--- src/design/mte_pkg.sv ---
`default_nettype none
// ----------------------------------------------------------------------------
// mte_pkg
// Shared types and constants for the track event encoder: byte codes of the
// track stream and the frame that carries one item's bytes to the serializer.
// ----------------------------------------------------------------------------
package mte_pkg;

   // item kinds
   localparam logic REQ_CHANNEL_EVENT = 1'b0;
   localparam logic REQ_END_OF_TRACK  = 1'b1;

   // byte codes
   localparam logic [7:0] VLQ_CONT      = 8'h80;
   localparam logic [7:0] META_MARK     = 8'hFF;
   localparam logic [7:0] META_END_TYPE = 8'h2F;
   localparam logic [7:0] ZERO_BYTE     = 8'h00;

   // longest frame of one item
   localparam int FRAME_BYTES = 8;
   localparam int IDX_W       = $clog2(FRAME_BYTES);

   // bytes of one item, byte 0 goes out first
   typedef struct packed {
      logic [FRAME_BYTES-1:0][7:0] bytes;
      logic [IDX_W-1:0]            last_idx;
   } frame_type;

endpackage
`default_nettype wire

--- src/design/midi_track_event_encoder_top.sv ---
`default_nettype none
// ----------------------------------------------------------------------------
// midi_track_event_encoder_top
// Turns timed channel events into track bytes: delta time as a variable-length
// quantity, then status and data bytes; end-of-track writes the meta event.
// ----------------------------------------------------------------------------
//  channel | direction | handshake             | payload
//  req_    | in        | req_valid / req_ready | type, time, kind, channel, data
//  rsp_    | out       | rsp_valid / rsp_ready | out_byte, last_byte
//
//  An item is taken into an input register, framed in one pass and handed to
//  the serializer, which sends one byte per cycle while rsp_ready is high:
//  4 to 8 bytes per item (1 to 5 delta bytes plus 3).
//  The input register takes the next item while the current frame drains.
//  Synchronous reset clears the valid flags and the stored time.
//  A stalled result holds its byte; the input stalls while its register is full and the serializer is busy.
// ----------------------------------------------------------------------------
module midi_track_event_encoder_top (
   input  wire logic        clock,
   input  wire logic        reset,
   input  wire logic        req_valid,
   output logic             req_ready,
   input  wire logic        req_type,
   input  wire logic [31:0] req_event_time,
   input  wire logic [3:0]  req_event_kind,
   input  wire logic [3:0]  req_channel,
   input  wire logic [7:0]  req_data_first,
   input  wire logic [7:0]  req_data_second,
   output logic             rsp_valid,
   input  wire logic        rsp_ready,
   output logic [7:0]       rsp_out_byte,
   output logic             rsp_last_byte
);

   logic        item_valid_ff, item_valid_in;
   logic        type_ff;
   logic [31:0] time_ff;
   logic [3:0]  kind_ff;
   logic [3:0]  chan_ff;
   logic [7:0]  first_ff;
   logic [7:0]  second_ff;
   logic [31:0] prev_time_ff, prev_time_in;
   logic        ser_free;
   logic        load;
   logic        req_take;
   mte_pkg::frame_type frame;

   // handshake between input register and serializer
   assign load      = item_valid_ff && ser_free;
   assign req_ready = !item_valid_ff || load;
   assign req_take  = req_valid && req_ready;

   always_comb begin
      item_valid_in = item_valid_ff;
      if (req_take) begin
         item_valid_in = 1'b1;
      end else if (load) begin
         item_valid_in = 1'b0;
      end
   end

   // stored time follows each framed item; end-of-track clears it
   always_comb begin
      prev_time_in = prev_time_ff;
      if (load) begin
         prev_time_in = (type_ff == mte_pkg::REQ_END_OF_TRACK) ? 32'd0 : time_ff;
      end
   end

   // control state
   always_ff @(posedge clock) begin
      if (reset) begin
         item_valid_ff <= 1'b0;
         prev_time_ff  <= 32'd0;
      end else begin
         item_valid_ff <= item_valid_in;
         prev_time_ff  <= prev_time_in;
      end
   end

   // input register payload
   always_ff @(posedge clock) begin
      if (req_take) begin
         type_ff   <= req_type;
         time_ff   <= req_event_time;
         kind_ff   <= req_event_kind;
         chan_ff   <= req_channel;
         first_ff  <= req_data_first;
         second_ff <= req_data_second;
      end
   end

   mte_frame_build u_frame_build (
      .item_type     (type_ff),
      .event_time    (time_ff),
      .event_kind    (kind_ff),
      .channel       (chan_ff),
      .data_first    (first_ff),
      .data_second   (second_ff),
      .previous_time (prev_time_ff),
      .frame         (frame)
   );

   mte_byte_serializer u_serializer (
      .clock         (clock),
      .reset         (reset),
      .load          (load),
      .frame         (frame),
      .free          (ser_free),
      .rsp_valid     (rsp_valid),
      .rsp_ready     (rsp_ready),
      .rsp_out_byte  (rsp_out_byte),
      .rsp_last_byte (rsp_last_byte)
   );

endmodule
`default_nettype wire

--- src/design/mte_frame_build.sv ---
`default_nettype none
// ----------------------------------------------------------------------------
// mte_frame_build
// Forms the delta time, encodes it as a variable-length quantity and packs it
// with the status and data bytes (or the end-of-track meta event) into a frame.
// ----------------------------------------------------------------------------
module mte_frame_build (
   input  wire logic              item_type,
   input  wire logic [31:0]       event_time,
   input  wire logic [3:0]        event_kind,
   input  wire logic [3:0]        channel,
   input  wire logic [7:0]        data_first,
   input  wire logic [7:0]        data_second,
   input  wire logic [31:0]       previous_time,
   output mte_pkg::frame_type     frame
);

   logic [31:0] delta;
   logic [7:0]  g0, g1, g2, g3, g4;
   logic [7:0]  status;
   logic [2:0]  vlq_len;

   // delta wraps modulo 2^32
   assign delta  = event_time - previous_time;
   assign status = {event_kind, channel};

   // 7-bit groups, least significant first
   assign g0 = {1'b0, delta[6:0]};
   assign g1 = {1'b0, delta[13:7]};
   assign g2 = {1'b0, delta[20:14]};
   assign g3 = {1'b0, delta[27:21]};
   assign g4 = {4'b0, delta[31:28]};

   // number of groups needed
   always_comb begin
      if (delta[31:28] != 4'b0) begin
         vlq_len = 3'd5;
      end else if (delta[27:21] != 7'b0) begin
         vlq_len = 3'd4;
      end else if (delta[20:14] != 7'b0) begin
         vlq_len = 3'd3;
      end else if (delta[13:7] != 7'b0) begin
         vlq_len = 3'd2;
      end else begin
         vlq_len = 3'd1;
      end
   end

   // frame packing, most significant group first
   always_comb begin
      frame.bytes    = '0;
      frame.last_idx = mte_pkg::IDX_W'(3);
      if (item_type == mte_pkg::REQ_END_OF_TRACK) begin
         frame.bytes[0] = mte_pkg::ZERO_BYTE;
         frame.bytes[1] = mte_pkg::META_MARK;
         frame.bytes[2] = mte_pkg::META_END_TYPE;
         frame.bytes[3] = mte_pkg::ZERO_BYTE;
      end else begin
         unique case (vlq_len)
            3'd1: begin
               frame.bytes[0] = g0;
               frame.bytes[1] = status;
               frame.bytes[2] = data_first;
               frame.bytes[3] = data_second;
            end
            3'd2: begin
               frame.bytes[0] = g1 | mte_pkg::VLQ_CONT;
               frame.bytes[1] = g0;
               frame.bytes[2] = status;
               frame.bytes[3] = data_first;
               frame.bytes[4] = data_second;
            end
            3'd3: begin
               frame.bytes[0] = g2 | mte_pkg::VLQ_CONT;
               frame.bytes[1] = g1 | mte_pkg::VLQ_CONT;
               frame.bytes[2] = g0;
               frame.bytes[3] = status;
               frame.bytes[4] = data_first;
               frame.bytes[5] = data_second;
            end
            3'd4: begin
               frame.bytes[0] = g3 | mte_pkg::VLQ_CONT;
               frame.bytes[1] = g2 | mte_pkg::VLQ_CONT;
               frame.bytes[2] = g1 | mte_pkg::VLQ_CONT;
               frame.bytes[3] = g0;
               frame.bytes[4] = status;
               frame.bytes[5] = data_first;
               frame.bytes[6] = data_second;
            end
            default: begin
               frame.bytes[0] = g4 | mte_pkg::VLQ_CONT;
               frame.bytes[1] = g3 | mte_pkg::VLQ_CONT;
               frame.bytes[2] = g2 | mte_pkg::VLQ_CONT;
               frame.bytes[3] = g1 | mte_pkg::VLQ_CONT;
               frame.bytes[4] = g0;
               frame.bytes[5] = status;
               frame.bytes[6] = data_first;
               frame.bytes[7] = data_second;
            end
         endcase
         frame.last_idx = mte_pkg::IDX_W'(vlq_len + 3'd2);
      end
   end

endmodule
`default_nettype wire

--- src/design/mte_byte_serializer.sv ---
`default_nettype none
// ----------------------------------------------------------------------------
// mte_byte_serializer
// Holds one frame and shifts its bytes out one per accepted result item,
// flagging the final byte; reports when a new frame may be loaded.
// ----------------------------------------------------------------------------
module mte_byte_serializer (
   input  wire logic               clock,
   input  wire logic               reset,
   input  wire logic               load,
   input  wire mte_pkg::frame_type frame,
   output logic                    free,
   output logic                    rsp_valid,
   input  wire logic               rsp_ready,
   output logic [7:0]              rsp_out_byte,
   output logic                    rsp_last_byte
);

   logic                                    valid_ff, valid_in;
   logic [mte_pkg::FRAME_BYTES-1:0][7:0]    bytes_ff, bytes_in;
   logic [mte_pkg::IDX_W-1:0]               remain_ff, remain_in;
   logic                                    last;
   logic                                    take;

   assign last = (remain_ff == '0);
   assign take = valid_ff && rsp_ready;
   assign free = !valid_ff || (take && last);

   // load a new frame or shift to the next byte
   always_comb begin
      valid_in  = valid_ff;
      bytes_in  = bytes_ff;
      remain_in = remain_ff;
      if (load) begin
         valid_in  = 1'b1;
         bytes_in  = frame.bytes;
         remain_in = frame.last_idx;
      end else if (take) begin
         valid_in  = !last;
         bytes_in  = bytes_ff >> 8;
         remain_in = remain_ff - 1'b1;
      end
   end

   // control state
   always_ff @(posedge clock) begin
      if (reset) begin
         valid_ff <= 1'b0;
      end else begin
         valid_ff <= valid_in;
      end
   end

   // payload
   always_ff @(posedge clock) begin
      bytes_ff  <= bytes_in;
      remain_ff <= remain_in;
   end

   assign rsp_valid     = valid_ff;
   assign rsp_out_byte  = bytes_ff[0];
   assign rsp_last_byte = last;

endmodule
`default_nettype wire

--- config.mk ---
export PLATFORM = sky130hd
export DESIGN_NAME = midi_track_event_encoder_top
export DESIGN_NICKNAME = d
export VERILOG_FILES = /design/src/design/mte_pkg.sv /design/src/design/midi_track_event_encoder_top.sv /design/src/design/mte_frame_build.sv /design/src/design/mte_byte_serializer.sv
export SDC_FILE = /design/constraint.sdc
export NUM_CORES = 1
export LEC_CHECK = 0
export ABC_AREA = 1
export ABC_CLOCK_PERIOD_IN_PS = 7770
export BUFFER_PORTS_ARGS = -buffer_cell sky130_fd_sc_hd__buf_2
export CAP_MARGIN = 20
export CELL_PAD_IN_SITES_DETAIL_PLACEMENT = 0
export CELL_PAD_IN_SITES_GLOBAL_PLACEMENT = 1
export CORE_MARGIN = 5
export CORE_UTILIZATION = 48
export DETAILED_ROUTE_END_ITERATION = 12
export PLACE_DENSITY_LB_ADDON = 0.3
export SLEW_MARGIN = 20
export SYNTH_ARGS = -nofsm -noshare
export SYNTH_HDL_FRONTEND = slang
export SYNTH_HIERARCHICAL = 1
export SYNTH_SLANG_ARGS = --single-unit
export TNS_END_PERCENT = 30
--- constraint.sdc ---
create_clock -name clock -period 7.77 [get_ports clock]
set_input_delay 1.1655 -clock clock [delete_from_list [all_inputs] [get_ports clock]]
set_output_delay 1.1655 -clock clock [all_outputs]
set_load 0.03 [all_outputs]
==> flow_summary.json <==
{
  "diodes": 0,
  "nNetsFinal": 1687,
  "start_util": 0.491,
  "antenna_found_initial": 0,
  "die_height_um": 160,
  "drive_gt1_frac": 0.0966,
  "async_reset_ff_frac": 0,
  "track_usage": 0.231,
  "end_kind": "flop",
  "die_area_sq_um": 25500,
  "core_area_sq_um": 22000,
  "dp_hpwl_um": 20500,
  "fill_cells": 2158,
  "detail_route.wl_per_cell_um": 15.9,
  "clk_pin_slew_ns": 0.08,
  "clock_sinks": 158,
  "synth_area_per_cell_sq_um": 6.89,
  "synth-main-ff-cell": "edfxtp_1",
  "io_buffers": 71,
  "cts_tree": "done",
  "clock_latency_ns": 0.44,
  "arrival_ns": 4.50,
  "ys_seq_elements": 158,
  "post_cts_resized": 0,
  "status": "complete, no violations",
  "yosys.area.top_type": "edfxtp_1",
  "grt_pass1_vias": 8644,
  "finalCritPeriodShare": 0.571,
  "min_period_ns": 4.44,
  "worstPathRequired_ns": 7.83,
  "final_common_cell": "nand2_1",
  "seq_area_sq_um": 4400,
  "startpoint_type": "input pin",
  "post_cts_buffers": 0,
  "finalHoldViolCount": 0,
  "grt_pass1_wl_um": 47600,
  "synth_area_sq_um": 10800,
  "synth_cell_type_count": 35,
  "synth_edf_count": 124,
  "path_class": "input pin to flop",
  "worst_pin_slew_ns": 1.08,
  "initialDrtViolationCount": 1045,
  "postLayoutSetupSlackWorst_ns": 3.33,
  "finalSetupTns_ns": 0,
  "post-route-util": 0.537,
  "synth_top_area_frac": 0.346,
  "syn_inst": 1564,
  "clockBufferDepth": 2,
  "synth_nets": 1659,
  "multiInputGateArea_sq_um": 5080,
  "area_delta_synth_final_pct": 9.39,
  "maxCapViolations": 0,
  "io_pins": 72,
  "grt_start_max_net_pins": 79,
  "most-common-layout-cells": "594 x nand2_1, 228 x inv_1, 124 x edfxtp_1, 121 x nor2_1, 107 x nand3_1",
  "power_density_nw_per_um2": 215,
  "ys_seq_area_frac": 0.409,
  "via_count": 9758,
  "yosys_warnings": 6,
  "cts_hold_buf": 0,
  "via_per_inst": 5.18,
  "cts_made_buffers": 17,
  "ant_nets": 0,
  "hp-class": "flop to flop",
  "remaining_drc_errors": 0,
  "max_freq_mhz": 225,
  "clockRootBuffer": "clkbuf_16",
  "slew_viol_final": 0,
  "htreeDepth": 4,
  "p_leak_nw": 5.70,
  "grt-ovfl-total": 0,
  "row_count": 54,
  "vdd_ir_drop_max_mv": 0.165,
  "die_w_um": 160,
  "skew_ns": 0.0132,
  "drtPass1Iterations": 8,
  "rsz0062_at_grt": "false",
  "routed_wl_um": 29900,
  "gp_congestion": 0.947,
  "setup_viol": 0,
  "maxSlewHeadroom": 0.281,
  "place_ws_ns": 3.19,
  "cp_max_fo": 70,
  "synthTopCellsByArea": "edfxtp_1 35%, nand2_1 21%, inv_1 8.0%"
}
[critical path, stage by stage]
cell	delay [ns]
buf_2	0.09
nand3_1	0.07
nand2_1	0.11
nand2_2	0.06
buf_4	0.32
inv_2	0.10
buf_4	0.57
clkinv_2	0.91
nand2_2	0.26
buf_4	0.70
[worst paths after layout]
path	from	end	depth (start not counted)	slack, ns
worst max-delay path	rsp_ready	u_serializer/rsp_out_byte[1]	10	3.33
worst min-delay path	u_serializer/bytes_ff[41]	u_serializer/bytes_ff[33]	2	0.51
worst max register to register	time_ff[18]	u_serializer/rsp_out_byte[6]	19	3.34
worst min register to register	u_serializer/bytes_ff[41]	u_serializer/bytes_ff[33]	2	0.51
[cells by family after synthesis]
kind of cell	synth area share
AOI/OAI and AO/OA	0.0770
xor gates and xnor gates	0.0122
adders and majority gates	0.0402
buffers and inverters	0.121
DFF	0.409
and+or+nand+nor	0.341
[synth_stat cells (16+ instances only)]
| cell type | count |
|---|---|
| nand2_1 | 596 |
| inv_1 | 231 |
| edfxtp_1 | 124 |
| nor2_1 | 122 |
| nand3_1 | 107 |
| a21oi_1 | 96 |
| o21ai_0 | 39 |
| dfxtp_1 | 34 |
| ha_1 | 33 |
| buf_2 | 27 |
| clkbuf_1 | 19 |
| nand4_1 | 19 |
| nand2_2 | 16 |
[state kept, by name, summed over array words and instances (netlist names)]
| signal | flops |
|---|---|
| u_serializer/bytes_ff | 56 |
| prev_time_ff | 32 |
| time_ff | 32 |
| first_ff | 8 |
| second_ff | 8 |
| u_serializer/rsp_out_byte | 8 |
| chan_ff | 4 |
| kind_ff | 4 |
| u_serializer/remain_ff | 3 |
| item_valid_ff | 1 |
| type_ff | 1 |
| u_serializer/rsp_valid | 1 |
[area by class of cell]
type                       count  share of cell area
tap                          280              0.0297
clock buffer                  17              0.0361
multi-input combinational   1097               0.431
inverter                     238              0.0759
clock inverter                15              0.0175
timing repair buffer          80              0.0359
sequential                   158               0.374
[where the power goes]
group / internal (mW) / total [mW] / switching [mW] / leakage (nW)
combinational: 0.187 / 0.631 / 0.444 / 3.92
clock: 0.443 / 0.877 / 0.434 / 0.303
sequential: 0.994 / 1.03 / 0.0367 / 1.47
[routing by layer]
metal / share of wire / up-vias / track usage
li1: - / 4974 / -
met1: 0.50 / 4360 / 0.362
met2: 0.41 / 387 / 0.323
met3: 0.079 / 37 / 0.0459
met4: 0.019 / 0 / 0.0634
met5: 0 / - / 0
[stage by stage]
step	cells	area, sq um	hold slack, ns	total power [mW]
after floorplan	1564	10800	0.480	1.49
after global placement	1853	11200	0.490	1.66
after detailed placement	1853	11200	0.496	1.67
after CTS	1885	11800	0.511	2.55
after global routing	1885	11800	0.525	2.68
final	1885	11800	0.512	2.54
Power figures use the tool's default switching activity.
